`src/hdl/aabb_collision_table_unit_assert.svh`:
```
// assertion macros for the collision table unit
// expects clk and rst_n in the scope of the module that uses them
`ifndef AABB_COLLISION_TABLE_UNIT_ASSERT_SVH
`define AABB_COLLISION_TABLE_UNIT_ASSERT_SVH

// consequence checked in the same cycle
`define AACT_ASSERT_NOW(label, ante, cons, msg) \
    label: assert property (@(posedge clk) disable iff (!rst_n) (ante) |-> (cons)) \
        else $error(msg);

// consequence checked in the next cycle
`define AACT_ASSERT_NEXT(label, ante, cons, msg) \
    label: assert property (@(posedge clk) disable iff (!rst_n) (ante) |=> (cons)) \
        else $error(msg);

`endif

```
`src/hdl/aact_pkg.sv`:
```
// shared types, codes and helpers for the collision table unit
// no dependencies
package aact_pkg;

    localparam int NUM_SLOTS = 8;
    localparam int SLOT_AW = (NUM_SLOTS > 1) ? $clog2(NUM_SLOTS) : 1;
    localparam int FIELD_SLOT_W = 3;
    localparam int CFG_IDX_W = 2;
    localparam int CFG_DATA_W = 64;

    localparam logic [2:0] ACT_ADD = 3'd0;
    localparam logic [2:0] ACT_DELETE = 3'd1;
    localparam logic [2:0] ACT_MOVE = 3'd2;
    localparam logic [2:0] ACT_SCAN = 3'd3;
    localparam logic [2:0] ACT_CLEAR = 3'd4;

    localparam logic [2:0] RK_ADDED = 3'd0;
    localparam logic [2:0] RK_FULL = 3'd1;
    localparam logic [2:0] RK_ACK = 3'd2;
    localparam logic [2:0] RK_EVENT = 3'd3;
    localparam logic [2:0] RK_NONE = 3'd4;

    typedef struct packed {
        logic [14:0]        h;
        logic [14:0]        w;
        logic signed [15:0] y;
        logic signed [15:0] x;
    } rect_t;

    typedef struct packed {
        logic [3:0] kind;
        logic       handler;
    } attr_t;

    typedef logic [3:0][CFG_DATA_W-1:0] matrix_t;

    typedef struct packed {
        logic fwd;
        logic rev;
    } pair_hit_t;

    function automatic logic kind_notify(matrix_t m, logic [3:0] owner, logic [3:0] other);
        return m[owner[3:2]][{owner[1:0], other}];
    endfunction

endpackage

```
`src/hdl/aact_dp_ram.sv`:
```
// generic memory: one write port, two read ports with registered data
// no dependencies
module aact_dp_ram #(
    parameter int WIDTH = 8,
    parameter int DEPTH = 8
) (
    input  logic                                   clk,
    input  logic                                   we,
    input  logic [((DEPTH > 1) ? $clog2(DEPTH) : 1)-1:0] wr_addr,
    input  logic [WIDTH-1:0]                       wr_data,
    input  logic [((DEPTH > 1) ? $clog2(DEPTH) : 1)-1:0] rd_addr_a,
    output logic [WIDTH-1:0]                       rd_data_a,
    input  logic [((DEPTH > 1) ? $clog2(DEPTH) : 1)-1:0] rd_addr_b,
    output logic [WIDTH-1:0]                       rd_data_b
);

    logic [WIDTH-1:0] ram_reg [DEPTH];
    logic [WIDTH-1:0] rd_a_reg;
    logic [WIDTH-1:0] rd_b_reg;

    always_ff @(posedge clk)
    begin
        if (we)
        begin
            ram_reg[wr_addr] <= wr_data;
        end
        rd_a_reg <= ram_reg[rd_addr_a];
        rd_b_reg <= ram_reg[rd_addr_b];
    end

    assign rd_data_a = rd_a_reg;
    assign rd_data_b = rd_b_reg;

endmodule

```
`src/hdl/aact_pair_eval.sv`:
```
// overlap test and notify lookup for one slot pair
// depends on aact_pkg
module aact_pair_eval
    import aact_pkg::*;
(
    input  rect_t     rect_a,
    input  rect_t     rect_b,
    input  attr_t     attr_a,
    input  attr_t     attr_b,
    input  matrix_t   matrix,
    output pair_hit_t hit
);

    logic signed [16:0] ax_lo;
    logic signed [16:0] ax_hi;
    logic signed [16:0] bx_lo;
    logic signed [16:0] bx_hi;
    logic signed [16:0] ay_lo;
    logic signed [16:0] ay_hi;
    logic signed [16:0] by_lo;
    logic signed [16:0] by_hi;
    logic               overlap;

    // edges in 17 bits so right and bottom never wrap
    assign ax_lo = {rect_a.x[15], rect_a.x};
    assign bx_lo = {rect_b.x[15], rect_b.x};
    assign ay_lo = {rect_a.y[15], rect_a.y};
    assign by_lo = {rect_b.y[15], rect_b.y};
    assign ax_hi = ax_lo + $signed({2'b00, rect_a.w});
    assign bx_hi = bx_lo + $signed({2'b00, rect_b.w});
    assign ay_hi = ay_lo + $signed({2'b00, rect_a.h});
    assign by_hi = by_lo + $signed({2'b00, rect_b.h});

    assign overlap = (ax_lo < bx_hi) && (ax_hi > bx_lo) && (ay_lo < by_hi) && (ay_hi > by_lo);

    assign hit.fwd = overlap && attr_a.handler && kind_notify(matrix, attr_a.kind, attr_b.kind);
    assign hit.rev = overlap && attr_b.handler && kind_notify(matrix, attr_b.kind, attr_a.kind);

endmodule

```
`src/hdl/aabb_collision_table_unit.sv`:
```
// top level of the rectangle collision table
// depends on aact_pkg, aact_dp_ram, aact_pair_eval and the assertion macro header
//
// usage:
//   command channel (cmd_valid/cmd_stall) carries action, slot, rectangle, kind
//   and handler flag; result channel (rsp_valid/rsp_stall) returns result_kind,
//   owner_slot, other_slot and last, last marking the final result of a command
//   cfg_we/cfg_index/cfg_data write the four 64-bit kind matrix rows while idle
//   add, mark delete, move, clear and unknown actions give a single result,
//   registered in the output register in the cycle after the command is taken
//   scan starts in S_RD and walks each pair of slots: a pair with an unused
//   slot is passed over in S_RD, a pair of used slots goes through S_RD, S_EV
//   and S_PUSH, which stays for each event, and the scan ends in S_FIN; the
//   pair sequencer reads both ports of the slot memory
//   one command is in work at a time; commands are stalled during a scan and
//   while an unread result blocks the output register
//   a stalled result holds in the output register; the scan waits on it
//   reset empties the table and zeroes the matrix; slot memory is not cleared
`include "aabb_collision_table_unit_assert.svh"

module aabb_collision_table_unit
    import aact_pkg::*;
(
    input  logic                    clk,
    input  logic                    rst_n,
    input  logic                    cmd_valid,
    output logic                    cmd_stall,
    input  logic [2:0]              action,
    input  logic [2:0]              slot,
    input  logic signed [15:0]      left_x,
    input  logic signed [15:0]      top_y,
    input  logic [14:0]             box_width,
    input  logic [14:0]             box_height,
    input  logic [3:0]              collider_kind,
    input  logic                    has_handler,
    output logic                    rsp_valid,
    input  logic                    rsp_stall,
    output logic [2:0]              result_kind,
    output logic [2:0]              owner_slot,
    output logic [2:0]              other_slot,
    output logic                    last,
    input  logic                    cfg_we,
    input  logic [CFG_IDX_W-1:0]    cfg_index,
    input  logic [CFG_DATA_W-1:0]   cfg_data
);

    typedef enum logic [2:0] {
        S_IDLE,
        S_RD,
        S_EV,
        S_PUSH,
        S_FIN
    } state_t;

    localparam logic [SLOT_AW-1:0] LAST_I = SLOT_AW'(NUM_SLOTS - 2);
    localparam logic [SLOT_AW-1:0] LAST_K = SLOT_AW'(NUM_SLOTS - 1);

    state_t                  state_reg, state_next;
    logic [NUM_SLOTS-1:0]    used_reg, used_next;
    logic [NUM_SLOTS-1:0]    pend_reg, pend_next;
    matrix_t                 matrix_reg, matrix_next;
    logic [SLOT_AW-1:0]      i_reg, i_next;
    logic [SLOT_AW-1:0]      k_reg, k_next;
    logic                    fwd_reg, fwd_next;
    logic                    rev_reg, rev_next;
    logic                    hold_valid_reg, hold_valid_next;
    logic [SLOT_AW-1:0]      hold_owner_reg, hold_owner_next;
    logic [SLOT_AW-1:0]      hold_other_reg, hold_other_next;
    logic                    rsp_valid_reg, rsp_valid_next;
    logic [2:0]              kind_reg, kind_next;
    logic [2:0]              owner_reg, owner_next;
    logic [2:0]              other_reg, other_next;
    logic                    last_reg, last_next;

    logic                    out_free;
    logic                    cmd_take;
    logic                    free_found;
    logic [SLOT_AW-1:0]      free_idx;
    logic                    slot_ok;
    logic [SLOT_AW-1:0]      slot_idx;
    logic                    rect_we;
    logic                    attr_we;
    logic [SLOT_AW-1:0]      wr_addr;
    rect_t                   wr_rect;
    attr_t                   wr_attr;
    rect_t                   rect_a;
    rect_t                   rect_b;
    attr_t                   attr_a;
    attr_t                   attr_b;
    pair_hit_t               hit;
    logic [SLOT_AW-1:0]      new_owner;
    logic [SLOT_AW-1:0]      new_other;

    assign out_free = !rsp_valid_reg || !rsp_stall;
    assign cmd_stall = (state_reg != S_IDLE) || !out_free;
    assign cmd_take = cmd_valid && !cmd_stall;

    assign slot_ok = {1'b0, slot} < 4'(NUM_SLOTS);
    assign slot_idx = slot[SLOT_AW-1:0];
    assign wr_addr = (action == ACT_ADD) ? free_idx : slot_idx;
    assign wr_rect = '{h: box_height, w: box_width, y: top_y, x: left_x};
    assign wr_attr = '{kind: collider_kind, handler: has_handler};

    // lowest free slot
    always_comb
    begin
        free_found = 1'b0;
        free_idx = '0;
        for (int n = NUM_SLOTS - 1; n >= 0; n--)
        begin
            if (!used_reg[n])
            begin
                free_found = 1'b1;
                free_idx = SLOT_AW'(n);
            end
        end
    end

    aact_dp_ram #(
        .WIDTH ($bits(rect_t)),
        .DEPTH (NUM_SLOTS)
    ) u_rect_ram (
        .clk       (clk),
        .we        (rect_we),
        .wr_addr   (wr_addr),
        .wr_data   (wr_rect),
        .rd_addr_a (i_reg),
        .rd_data_a (rect_a),
        .rd_addr_b (k_reg),
        .rd_data_b (rect_b)
    );

    aact_dp_ram #(
        .WIDTH ($bits(attr_t)),
        .DEPTH (NUM_SLOTS)
    ) u_attr_ram (
        .clk       (clk),
        .we        (attr_we),
        .wr_addr   (wr_addr),
        .wr_data   (wr_attr),
        .rd_addr_a (i_reg),
        .rd_data_a (attr_a),
        .rd_addr_b (k_reg),
        .rd_data_b (attr_b)
    );

    aact_pair_eval u_pair_eval (
        .rect_a (rect_a),
        .rect_b (rect_b),
        .attr_a (attr_a),
        .attr_b (attr_b),
        .matrix (matrix_reg),
        .hit    (hit)
    );

    assign new_owner = fwd_reg ? i_reg : k_reg;
    assign new_other = fwd_reg ? k_reg : i_reg;

    always_comb
    begin
        state_next = state_reg;
        used_next = used_reg;
        pend_next = pend_reg;
        matrix_next = matrix_reg;
        i_next = i_reg;
        k_next = k_reg;
        fwd_next = fwd_reg;
        rev_next = rev_reg;
        hold_valid_next = hold_valid_reg;
        hold_owner_next = hold_owner_reg;
        hold_other_next = hold_other_reg;
        rsp_valid_next = rsp_valid_reg;
        kind_next = kind_reg;
        owner_next = owner_reg;
        other_next = other_reg;
        last_next = last_reg;
        rect_we = 1'b0;
        attr_we = 1'b0;

        if (out_free)
        begin
            rsp_valid_next = 1'b0;
        end

        if (cfg_we)
        begin
            matrix_next[cfg_index] = cfg_data;
        end

        case (state_reg)
            S_IDLE:
            begin
                if (cmd_take)
                begin
                    rsp_valid_next = 1'b1;
                    kind_next = RK_ACK;
                    owner_next = '0;
                    other_next = '0;
                    last_next = 1'b1;
                    case (action)
                        ACT_ADD:
                        begin
                            if (free_found)
                            begin
                                used_next[free_idx] = 1'b1;
                                pend_next[free_idx] = 1'b0;
                                rect_we = 1'b1;
                                attr_we = 1'b1;
                                kind_next = RK_ADDED;
                                owner_next = FIELD_SLOT_W'(free_idx);
                            end
                            else
                            begin
                                kind_next = RK_FULL;
                            end
                        end
                        ACT_DELETE:
                        begin
                            if (slot_ok && used_reg[slot_idx])
                            begin
                                pend_next[slot_idx] = 1'b1;
                            end
                        end
                        ACT_MOVE:
                        begin
                            rect_we = slot_ok;
                        end
                        ACT_CLEAR:
                        begin
                            used_next = '0;
                            pend_next = '0;
                        end
                        ACT_SCAN:
                        begin
                            // free flagged slots, then walk the pairs
                            rsp_valid_next = 1'b0;
                            used_next = used_reg & ~pend_reg;
                            pend_next = '0;
                            i_next = '0;
                            k_next = SLOT_AW'(1);
                            hold_valid_next = 1'b0;
                            state_next = S_RD;
                        end
                        default:
                        begin
                            kind_next = RK_ACK;
                        end
                    endcase
                end
            end
            S_RD:
            begin
                if (used_reg[i_reg] && used_reg[k_reg])
                begin
                    state_next = S_EV;
                end
                else if (k_reg != LAST_K)
                begin
                    k_next = k_reg + SLOT_AW'(1);
                end
                else if (i_reg != LAST_I)
                begin
                    i_next = i_reg + SLOT_AW'(1);
                    k_next = i_reg + SLOT_AW'(2);
                end
                else
                begin
                    state_next = S_FIN;
                end
            end
            S_EV:
            begin
                fwd_next = hit.fwd;
                rev_next = hit.rev;
                state_next = S_PUSH;
            end
            S_PUSH:
            begin
                if (fwd_reg || rev_reg)
                begin
                    // one event is held back so the final one can carry last
                    if (!hold_valid_reg || out_free)
                    begin
                        if (hold_valid_reg)
                        begin
                            rsp_valid_next = 1'b1;
                            kind_next = RK_EVENT;
                            owner_next = FIELD_SLOT_W'(hold_owner_reg);
                            other_next = FIELD_SLOT_W'(hold_other_reg);
                            last_next = 1'b0;
                        end
                        hold_valid_next = 1'b1;
                        hold_owner_next = new_owner;
                        hold_other_next = new_other;
                        if (fwd_reg)
                        begin
                            fwd_next = 1'b0;
                        end
                        else
                        begin
                            rev_next = 1'b0;
                        end
                    end
                end
                else if (k_reg != LAST_K)
                begin
                    k_next = k_reg + SLOT_AW'(1);
                    state_next = S_RD;
                end
                else if (i_reg != LAST_I)
                begin
                    i_next = i_reg + SLOT_AW'(1);
                    k_next = i_reg + SLOT_AW'(2);
                    state_next = S_RD;
                end
                else
                begin
                    state_next = S_FIN;
                end
            end
            S_FIN:
            begin
                if (out_free)
                begin
                    rsp_valid_next = 1'b1;
                    last_next = 1'b1;
                    if (hold_valid_reg)
                    begin
                        kind_next = RK_EVENT;
                        owner_next = FIELD_SLOT_W'(hold_owner_reg);
                        other_next = FIELD_SLOT_W'(hold_other_reg);
                    end
                    else
                    begin
                        kind_next = RK_NONE;
                        owner_next = '0;
                        other_next = '0;
                    end
                    hold_valid_next = 1'b0;
                    state_next = S_IDLE;
                end
            end
            default:
            begin
                state_next = S_IDLE;
            end
        endcase
    end

    always_ff @(posedge clk or negedge rst_n)
    begin
        if (!rst_n)
        begin
            state_reg <= S_IDLE;
            used_reg <= '0;
            pend_reg <= '0;
            matrix_reg <= '0;
            i_reg <= '0;
            k_reg <= SLOT_AW'(1);
            fwd_reg <= 1'b0;
            rev_reg <= 1'b0;
            hold_valid_reg <= 1'b0;
            hold_owner_reg <= '0;
            hold_other_reg <= '0;
            rsp_valid_reg <= 1'b0;
            kind_reg <= '0;
            owner_reg <= '0;
            other_reg <= '0;
            last_reg <= 1'b0;
        end
        else
        begin
            state_reg <= state_next;
            used_reg <= used_next;
            pend_reg <= pend_next;
            matrix_reg <= matrix_next;
            i_reg <= i_next;
            k_reg <= k_next;
            fwd_reg <= fwd_next;
            rev_reg <= rev_next;
            hold_valid_reg <= hold_valid_next;
            hold_owner_reg <= hold_owner_next;
            hold_other_reg <= hold_other_next;
            rsp_valid_reg <= rsp_valid_next;
            kind_reg <= kind_next;
            owner_reg <= owner_next;
            other_reg <= other_next;
            last_reg <= last_next;
        end
    end

    assign rsp_valid = rsp_valid_reg;
    assign result_kind = kind_reg;
    assign owner_slot = owner_reg;
    assign other_slot = other_reg;
    assign last = last_reg;

    `AACT_ASSERT_NOW(a_pend_only_used, 1'b1, (pend_reg & ~used_reg) == '0,
        "delete flag set on a free slot")
    `AACT_ASSERT_NOW(a_pair_order, state_reg != S_IDLE, k_reg > i_reg,
        "pair walk lost i below k")
    `AACT_ASSERT_NOW(a_hold_distinct, hold_valid_reg, hold_owner_reg != hold_other_reg,
        "held event pairs a slot with itself")
    `AACT_ASSERT_NOW(a_not_last_is_event, rsp_valid_reg && !last_reg, kind_reg == RK_EVENT,
        "non-final result that is not an event")
    `AACT_ASSERT_NEXT(a_scan_quiet_start, cmd_take && (action == ACT_SCAN),
        !hold_valid_reg && (pend_reg == '0), "scan started with stale state")

endmodule
```
`config.mk`:
```
export PLATFORM = sky130hd
export DESIGN_NAME = aabb_collision_table_unit
export DESIGN_NICKNAME = d
export VERILOG_FILES = /design/src/hdl/aact_pkg.sv /design/src/hdl/aact_dp_ram.sv /design/src/hdl/aact_pair_eval.sv /design/src/hdl/aabb_collision_table_unit.sv
export VERILOG_INCLUDE_DIRS = /design/src /design/src/hdl
export SDC_FILE = /design/constraint.sdc
export NUM_CORES = 1
export LEC_CHECK = 0
export BUFFER_PORTS_ARGS = -buffer_cell sky130_fd_sc_hd__buf_2
export CAP_MARGIN = 0
export CORE_MARGIN = 2
export CORE_UTILIZATION = 60
export CTS_BUF_LIST = sky130_fd_sc_hd__clkbuf_4 sky130_fd_sc_hd__clkbuf_8
export DETAILED_ROUTE_END_ITERATION = 8
export PLACE_DENSITY = 0.82
export SYNTH_ARGS = -nofsm -noshare
export SYNTH_HDL_FRONTEND = slang
export SYNTH_SLANG_ARGS = --single-unit
```
`constraint.sdc`:
```
create_clock -name clk -period 6.5 [get_ports clk]
set_input_delay 0.65 -clock clk [delete_from_list [all_inputs] [get_ports clk]]
set_output_delay 0.65 -clock clk [all_outputs]
set_load 0.01 [all_outputs]
```
# ---- Word-level counts from Yosys, hierarchy flattened
# Memory sizes are Yosys's and may differ from the RTL's. A register that Yosys moved wholly into a read port is not among the register bits.
# Cells that the tools add are included.
dict set report classes {
  n_addsub 7
  multipliers 0
  div_mod_pow 0
  n_lt_le_gt_ge 16
  n_eq_ne 23
  shifts 0
  muxes 130
  n_bitwise 6
  n_reduce_logical 39
}
# op count
set ops {}
lappend ops {{$bmux 64 s2} 2}
lappend ops {{$bwmux 256} 1}
lappend ops {{$mux 64} 3}
lappend ops {{$mux 3} 50}
lappend ops {{$demux 64 s2} 1}
lappend ops {{$add 16x16->17} 4}
lappend ops {{$mux 1} 48}
lappend ops {{$pmux 8 s3} 2}
lappend ops {{$pmux 3 s3} 5}
lappend ops {{$gt 17x16->1} 2}
lappend ops {{$lt 16x17->1} 2}
lappend ops {{$mux 8} 3}
lappend ops {{$ne 2x2->1 const B} 10}
lappend ops {{$reduce_and 6->1} 3}
lappend ops {{$and 8x8->8} 2}
lappend ops {{$lt 3x4->1 const B} 4}
lappend ops {{$not 8->8} 2}
lappend ops {{$or 8x8->8} 2}
lappend ops {{$pmux 3 s5} 1}
lappend ops {{$reduce_bool 3->1} 5}
lappend ops {{$lt 6x7->1 const B} 2}
lappend ops {{$bmux 1 s6} 2}
lappend ops {{$eq 3x2->1 const B} 4}
lappend ops {{$logic_and 1x1->1} 12}
lappend ops {{22 further kinds} 49}
dict set report totals {
  regBits 301
  latchBits 0
  ramBits 536
  mem_bits_ro 0
  input_bits 144
  output_inout_bits 12
  wordCells 242
  mem_count 2
}
# name words width read_ports rd_ports_with_merged_regs write_ports line_no
set memory_table {}
lappend memory_table {u_rect_ram.ram_reg 8 62 2 2 1 aact_dp_ram.sv:17} ;# logic [WIDTH-1:0] ram_reg [DEPTH];
lappend memory_table {u_attr_ram.ram_reg 8 5 2 2 1 aact_dp_ram.sv:17}

# ---- Logic depth before layout (Yosys ltp)
# Gate-level depths: netlist (run 1).
dict set report logic_depth {
  word_depth 16
  mapped_depth 20
  depth_no_buf 20
}

# ---- By module
# From an unflattened synthesis (run 1), not the netlist that was laid out.
dict set report hier_totals {
  cells_unflattened 2936
  area_unflattened_um2 48144.9
}
# mod n_inst cells_each area_per_inst_um2 seq_area_each_um2
set by_module_without_submodules {}
lappend by_module_without_submodules {{aact_dp_ram (u_rect_ram)} 1 1075 25528.2 17376.7}
lappend by_module_without_submodules {aabb_collision_table_unit 1 833 12116.6 7533.5}
lappend by_module_without_submodules {aact_pair_eval 1 931 8371.8 0.0}
lappend by_module_without_submodules {{aact_dp_ram (u_attr_ram)} 1 97 2128.3 1401.3}

# ---- Least setup slack after synthesis (run 1)
# OpenSTA, ideal clock, no wires.
dict set report synth_timing {
  kind {input-to-reg}
  startpoint {input port action[1]}
  endpoint {memory u_rect_ram.ram_reg[2][0] (netlist bit), enable pin}
  setup_ns 0.482
  arrival_ns 4.345
  required_time_ns 6.018
  slack_ns 1.673
  cell_stages 5
  n_path_buf 1
  path_cell_list {clkbuf_1 > nor3_1 > mux2i_1 > nand2_1 > nor2_1}
}
dict set report synth_via {
  elab_chain_cells 6
  elab_cells_between_ends 8
  classes_between {eq/ne (1); mux (6); reduce/logical (1)}
}
# element line_no
set synth_rtl {}
lappend synth_rtl {{from (decl)} aabb_collision_table_unit.sv:28} ;# input logic [2:0] action,
lappend synth_rtl {{$eq 3x2->1 / $logic_not 3->1 (equally long branches)} {aabb_collision_table_unit.sv:200, aabb_collision_table_unit.sv:100}}
lappend synth_rtl {{$pmux 1 s2} aabb_collision_table_unit.sv:200} ;# case (action)
lappend synth_rtl {{$mux 1} aabb_collision_table_unit.sv:193} ;# if (cmd_take)
lappend synth_rtl {{$mux 1} aabb_collision_table_unit.sv:190} ;# case (state_reg)
lappend synth_rtl {{$mux 1} aact_dp_ram.sv:23} ;# if (we)
lappend synth_rtl {{$mux 1 (not written as such)} aact_dp_ram.sv:25} ;# ram_reg[wr_addr] <= wr_data;
lappend synth_rtl {{to (decl)} aact_dp_ram.sv:17}
# Several ways; a longest one is shown, not always the timed one.

# ---- Worst setup path after layout (run 1)
dict set report layout_timing {
  startpoint {register u_rect_ram.rd_a_reg[0], in the netlist u_rect_ram.rd_data_a[0] (read register of u_rect_ram.ram_reg)}
  endpoint {register fwd_reg}
}
dict set report layout_via {
  elab_chain_cells 8
  elab_cells_between_ends 9
  classes_between {add/sub (1); order compare (2); mux (1); reduce/logical (5)}
}
# element line_no
set layout_rtl {}
lappend layout_rtl {{from (decl)} aact_dp_ram.sv:18} ;# logic [WIDTH-1:0] rd_a_reg;
lappend layout_rtl {{$add 16x16->17} aact_pair_eval.sv:29} ;# assign ax_hi = ax_lo + $signed({2'b00, rect_a.w});
lappend layout_rtl {{$gt 17x16->1} aact_pair_eval.sv:34} ;# assign overlap = (ax_lo < bx_hi) && (ax_hi > bx_lo) && (ay_lo < by_hi) && (ay_hi > by_lo);
lappend layout_rtl {{$logic_and 1x1->1 * (3 in series)} aact_pair_eval.sv:34}
lappend layout_rtl {{$logic_and 1x1->1 * (2 in series)} aact_pair_eval.sv:36} ;# assign hit.fwd = overlap && attr_a.handler && kind_notify(matrix, attr_a.kind, attr_b.kind);
lappend layout_rtl {{$pmux 1 s2 *} aabb_collision_table_unit.sv:190}
lappend layout_rtl {{to (signal assigned)} aabb_collision_table_unit.sv:379} ;# fwd_reg <= fwd_next;
lappend layout_rtl {{to (decl)} aabb_collision_table_unit.sv:64} ;# logic fwd_reg, fwd_next;
# Every way passes the cells marked *; elsewhere a longest branch is shown, timed or not.
# A chain may end at the register's enable or synchronous reset.

==> qor.yml, run 1 <==
run_status:
  outcome: "finished, final reports clean"
synth:
  avgSynthCellArea_um2: 16.01
  synth-async-reset-ratio: 0.3100
  ys_seq_elements: 971
  ys_types: 69
  ys.flop_type: "edfxtp_1"
  synth_edf_count: 536
  yosysWarnings: 0
  synth_nets: 3230
  synth_area_um2: 47250
  synthesis.instances: 2952
  seq_area_frac_synth: 0.5568
clock_tree:
  cts_resized: 0
  h-tree-depth: 4
  cts.sinks: 971
  cts_max_path_buffers: 3
  cts_tree: "done"
  cts_buffers: 155
  postCtsSetupBuffers: 0
  root_buffer: "clkbuf_8"
  clk_latency_ps: 810
  clk_pin_slew_ps: 70
detailed_routing:
  ant_nets: 0
  first_iter_violations: 2552
  wl_um: 112100
  via_count: 28490
  dr.pass1.iters: 5
  drc_errors: 0
  wl_per_cell_um: 25.85
  avgViaCountPerCell: 6.570
floorplan:
  die-height_um: 284.6
  start_util: 0.6080
  chipWidth_um: 284.6
  num_io_pins: 156
  core_um2: 77720
  dieArea_um2: 81010
  rows: 102
placed_design:
  dp_slack_ps: 1833
  port_buffers: 155
  place_hpwl_um: 71690
  gp_congestion: 0.9015
power_and_ir_drop:
  clkPwrFrac: 0.287
  comb_power_share: 0.317
  switching_share: 0.3185
  power_density_nw_per_um2: 373.1
  p_leak_uw: 0.01934
  irDropWorstVdd_uv: 240.1
  power_switching_uw: 6253
  p_int_uw: 13380
  seq_power_share: 0.396
global_routing:
  grt_pass1_vias: 30440
  grt_max_degree: 125
  antenna_found_initial: 33
  busiest_layer: "met2"
  grt_pass1_wl_um: 174300
  grtUsageMet3: 0.05586
  grtUsageMet2: 0.4689
  met1_usage: 0.3648
  track_usage: 0.2807
  grt.overflow.total: 0
hold_path:
  hold_class: "in -> reg"
  holdPathStages: 1
worst_setup_path:
  r2r_cells: 17
  cp.required_ps: 7220
  crit_path_end_kind: "flip-flop"
  worst_path_max_delay_cell: "nor4b_1"
  cp_data_arrival_time_ps: 5590
  crit_chain: "ha_1 -> inv_1 -> fa_1 -> nor2b_1 -> o21a_1 -> o21ai_0 -> a21oi_1 -> o2111ai_1 -> a31oi_1 -> a41o_1 -> nor2_1 -> ha_1 -> o22ai_1 -> nor3_1 -> nand4_1 -> nor4b_1 -> a41o_1"
  startpoint_type: "flip-flop"
  worstSetupPathType: "reg -> reg"
  slowest_delay_ps: 800
  crit_fanout: 3
sta:
  setup_viol: 0
  final-hold-violation-count: 0
  worstMarginPinSlew_ps: 1138
  rsz0062_at_grt: "no"
  fmax_mhz: 205.7
  skew_ps: 44.96
  finalCriticalPeriod_ps: 4862
  setup_ws_ps: 1638
  slew_headroom: 0.2406
  period_share: 0.7480
  tns_ps: 0
  slew_violations: 0
job:
  max-cap-violations: 0
layout:
  fin_nets: 3425
  drive_gt1_frac: 0.3923
  n_fill_cell: 5073
  area_growth_pct: 11.36
  largest_reg_flops: 496
## stage by stage
step	hold WS, ps	cells	total power, µW	cell area (µm²)	utilization
after detailed placement	473.0	4028	14030	49130	0.6321
after global placement	462.6	4028	13800	49130	0.6321
after CTS	58.34	4317	19690	52570	0.6764
final	110.7	4337	19640	52620	0.6771
after global routing	81.75	4332	20660	52610	0.6769
after floorplan	354.4	2952	12360	47250	-
## power by group through the flow
stage	clock network, µW	logic [µW]	registers [µW]
2_1_floorplan	0	4830	7530
3_3_place_gp	0	5970	7820
4_1_cts	5730	6190	7770
6_report	5640	6220	7780
3_5_place_dp	0	6140	7890
5_1_grt	6010	6790	7860
## layout make-up
| class | instances | area, µm² | area share |
|---|---|---|---|
| diodes | 19 | 47.55 | 0.0009035 |
| clock buffers | 245 | 3034 | 0.05766 |
| clock inverters | 43 | 396.6 | 0.007537 |
| inverters | 83 | 312.8 | 0.005944 |
| multi-input cells | 1735 | 20030 | 0.3807 |
| flip-flops and latches | 971 | 26340 | 0.5006 |
| well taps | 1040 | 1301 | 0.02473 |
| repair buffers | 201 | 1156 | 0.02197 |
## what timing repair did
item	in CTS	in global routing
hold buffers	1	0
endpoints found under the hold margin	100	0
endpoints found under the setup margin	0	0
## kinds of logic after synthesis
group,after synthesis,share of synthesized area
compound gates,349,0.04787
xor+xnor,46,0.008526
fa+ha+maj,134,0.03612
buf+inv,246,0.02089
flops,971,0.5568
mux,839,0.2926
simple gates,367,0.03712
## per-layer routing
metal | vias up | routed length (µm)
met5 | - | 128
met4 | 20 | 3376
met3 | 277 | 8473
met2 | 1211 | 56930
met1 | 14740 | 43200
li1 | 12240 | -
## final timing paths
| kind | endpoint | from | slack [ps] |
|---|---|---|---|
| hold / removal | u_rect_ram.ram_reg[4][52] | box_height[5] | 110 |
| setup reg to reg | fwd_reg | u_rect_ram.rd_data_a[0] | 1640 |
| hold reg to reg | rev_reg | u_attr_ram.rd_data_b[0] | 480 |
| max in group asynchronous | matrix_reg[154] | rst_n | 4560 |
| min in group asynchronous | matrix_reg[34] | rst_n | 430 |
| setup / recovery | fwd_reg | u_rect_ram.rd_data_a[0] | 1640 |
## worst max-delay path: cells and delay by family, from the launching register on
kind | cells | cell delay [ps]
AOI/OAI and AO/OA | 8 | 1720
adders and majority gates | 3 | 950
buffers and inverters | 1 | 60
DFF | 1 | 340
and+or+nand+nor | 5 | 1720
## Yosys cell counts (all sizes together) (13+ instances only)
master,instances,area share
dfxtp,134,0.057
a211oi,16,0.0025
and2,17,0.0023
dfrtp,300,0.16
a31oi,21,0.0028
mux2,393,0.094
nor2b,21,0.0028
o21ai,90,0.0095
xor2,15,0.0028
ha,130,0.034
mux4,392,0.19
nand2,89,0.0071
nand3,30,0.0032
mux2i,54,0.011
nand4,13,0.0017
a21o,20,0.0032
nor2,106,0.0084
edfxtp,536,0.34
nand2b,17,0.0023
a221oi,20,0.0037
a21oi,83,0.0088
nor3,31,0.0033
buf,66,0.0066
xnor2,31,0.0057
clkbuf,97,0.0077
inv,81,0.0064
## placed cells by master (no fill, tap or decap), types with 8 or more instances in the layout
cell type,count
edfxtp_1,536
mux2_2,393
mux4_2,383
dfrtp_1,296
clkbuf_8,191
buf_2,154
ha_1,130
dfxtp_1,130
nor2_1,98
o21ai_0,90
nand2_1,89
a21oi_1,83
inv_1,81
mux2i_1,54
clkbuf_4,54
buf_4,42
nor3_1,31
xnor2_1,31
nand3_1,29
a31oi_1,21
nor2b_1,21
a21o_1,20
clkinv_2,20
a221oi_1,20
diode_2,19
nand2b_1,17
and2_1,16
a211oi_1,16
xor2_1,15
nand4_1,13
or3_1,11
o211ai_1,11
a22oi_1,11
a311oi_1,10
mux4_1,9
nor2_4,8
nand3b_1,8
Note: power is estimated with default switching activity, not from simulation.
==> run 2, diff against run 1 <==
- CORE_UTILIZATION: 60 -> 58
- PLACE_DENSITY: 0.82 -> 0.83
- clock period: 6.5 -> 3.9 ns (I/O delays scaled with it)
==> run 2 against run 1 <==
Net effect:
- maximum frequency up 26%
- register-to-register slack worse by 1600 ps
- largest cell class unchanged
- clock skew up 6.0 ps
- via count up 3.8%
- routed wire length up 4.3%
==> qor.yml, run 2 (synthesis results as in run 1) <==
run_status:
  outcome: "finished, final reports clean"
placed_design:
  dp_slack_ps: -338.6
  dp.cells: 4099
  place_hpwl_um: 72130
  port_buffers: 155
  gp_congestion: 0.8745
clock_tree:
  clk_pin_slew_ps: 60
  clk_latency_ps: 850
  cts_tree: "done"
  root_buffer: "clkbuf_8"
  h-tree-depth: 4
  cts_buffers: 159
  cts.sinks: 971
  cts_max_path_buffers: 3
sta:
  rsz0062_at_grt: "yes"
  fmax_mhz: 259.3
  tns_ps: 0
  worstMarginPinSlew_ps: 1159
  holdWs_ps: 93.46
  setup_viol: 0
  skew_ps: 51.01
  period_share: 0.9889
  final-hold-violation-count: 0
  setup_ws_ps: 43.23
  slew_headroom: 0.2274
  slew_violations: 0
  finalCriticalPeriod_ps: 3857
worst_setup_path:
  rr_endpoint: "fwd_reg"
  critPathBufInv: 2
  worstSetupPathType: "reg -> reg"
  crit_fanout: 3
  cp.required_ps: 4660
  reg2reg_slack_ps: 40
  r2r_cells: 18
  crit_chain: "ha_4 -> buf_4 -> nand2_1 -> o21ai_4 -> nor4_4 -> or3_4 -> a311oi_4 -> o21a_1 -> buf_4 -> o2111ai_2 -> o211ai_1 -> ha_1 -> nand3_2 -> nor3_4 -> o311ai_2 -> nand2_1 -> nor4b_4 -> a41o_1"
  cp_data_arrival_time_ps: 4620
  slowest_delay_ps: 400
  path_delay_family: "simple AND/OR/NAND/NOR gates"
  worst_path_max_delay_cell: "dfxtp_1"
  crit_path_end_kind: "flip-flop"
  startpoint_type: "flip-flop"
  r2r_start: "u_rect_ram.rd_data_a[3]"
detailed_routing:
  drc_errors: 0
  wl_per_cell_um: 25.69
  ant_nets: 0
  via_count: 29570
  wl_um: 117000
  dr.pass1.iters: 5
  first_iter_violations: 2843
  avgViaCountPerCell: 6.494
floorplan:
  dieArea_um2: 83770
  core_um2: 80550
  rows: 104
  chipWidth_um: 289.4
  num_io_pins: 156
  start_util: 0.5866
  die-height_um: 289.4
power_and_ir_drop:
  power_density_nw_per_um2: 611.9
  irDropWorstVdd_uv: 578.2
  p_leak_uw: 0.02030
job:
  max-cap-violations: 0
global_routing:
  grt_pass1_vias: 31410
  grt_pass1_wl_um: 179300
  track_usage: 0.2807
  antenna_found_initial: 14
  grt.overflow.total: 0
  grt_max_degree: 142
hold_path:
  holdPathStages: 4
  min_to: "pend_reg[4]"
  min_from: "action[2]"
  hold_class: "in -> reg"
layout:
  fin_nets: 3629
  final_util: 0.6836
  final_common_cell: "edfxtp_1"
  area_growth_pct: 16.53
  largest_reg_flops: 496
  drive_gt1_frac: 0.4071
  layout_common_cells: "edfxtp_1 (536), mux2_2 (393), mux4_2 (383), dfrtp_1 (296), clkbuf_8 (181)"
  final_cell_count_no_fill: 4553
## run 2: changes by cell type in the layout (fill, tap and decap cells not counted), moves of 10 or more
cell,before,now
dlygate4sd3_1,1,138
buf_4,42,87
buf_12,2,20
clkbuf_4,54,66
diode_2,19,7
a21oi_1,83,72
a21oi_2,0,11
clkbuf_8,191,181
## run 2: worst max-delay path by stage
| stage | cells past startpoint | from | to | slack (ps) |
|---|---|---|---|---|
| 2_1_floorplan | 7 | state_reg[0] | u_rect_ram.ram_reg[0][0] | -780 |
| 3_3_place_gp | 20 | u_rect_ram.rd_data_b[0] | fwd_reg | -350 |
| 3_5_place_dp | 20 | u_rect_ram.rd_data_b[0] | fwd_reg | -340 |
| 4_1_cts | 19 | u_rect_ram.rd_data_a[16] | rev_reg | 1 |
| 5_1_grt | 18 | u_rect_ram.rd_data_a[3] | fwd_reg | -170 |
| 6_report | 18 | u_rect_ram.rd_data_a[3] | fwd_reg | 40 |
## run 2: what timing repair did
action	4_1_cts	5_1_grt
hold buffers	138	0
pin swaps	19	55
resized for setup	33	63
buffers inserted	7	10
hold endpoints to repair	903	0
setup endpoints to repair	2	2
## run 2: layout make-up
class | count | area (µm²)
multi-input cells | 1735 | 20510
repair buffers | 401 | 3232
diodes | 7 | 17.52
inverters | 83 | 312.8
fillers | 5102 | 25480
clock inverters | 49 | 331.6
clock buffers | 247 | 2987
well taps | 1060 | 1326
flip-flops and latches | 971 | 26350
## run 2: worst min-delay path, cell delays in order
cell	delay, ps
buf_2	150
a21oi_1	180
o21ai_0	110
a2bb2oi_1	60
## run 2: metal layers
layer / track usage / vias to the layer above / share of wire / wire (µm)
met5: 0 / - / 0.00089 / 104
met4: 0.1023 / 16 / 0.026 / 3039
met3: 0.05449 / 256 / 0.072 / 8386
met2: 0.4717 / 1298 / 0.51 / 59760
met1: 0.3668 / 15330 / 0.39 / 45680
li1: - / 12660 / - / -
## run 2: where the power goes
group          switching [µW]  leakage, µW  internal, µW
clock network            4130      0.00177          4980
logic                    5790      0.00898          5850
registers                1030      0.00954         11900
total                   10900       0.0203         22700
## run 2: metrics by stage
stage / power, µW / area, µm²
after floorplan: 20610 / 47260
after global placement: 23370 / 49760
after detailed placement: 23720 / 49760
after CTS: 33180 / 54650
after global routing: 35360 / 55060
final: 33690 / 55060
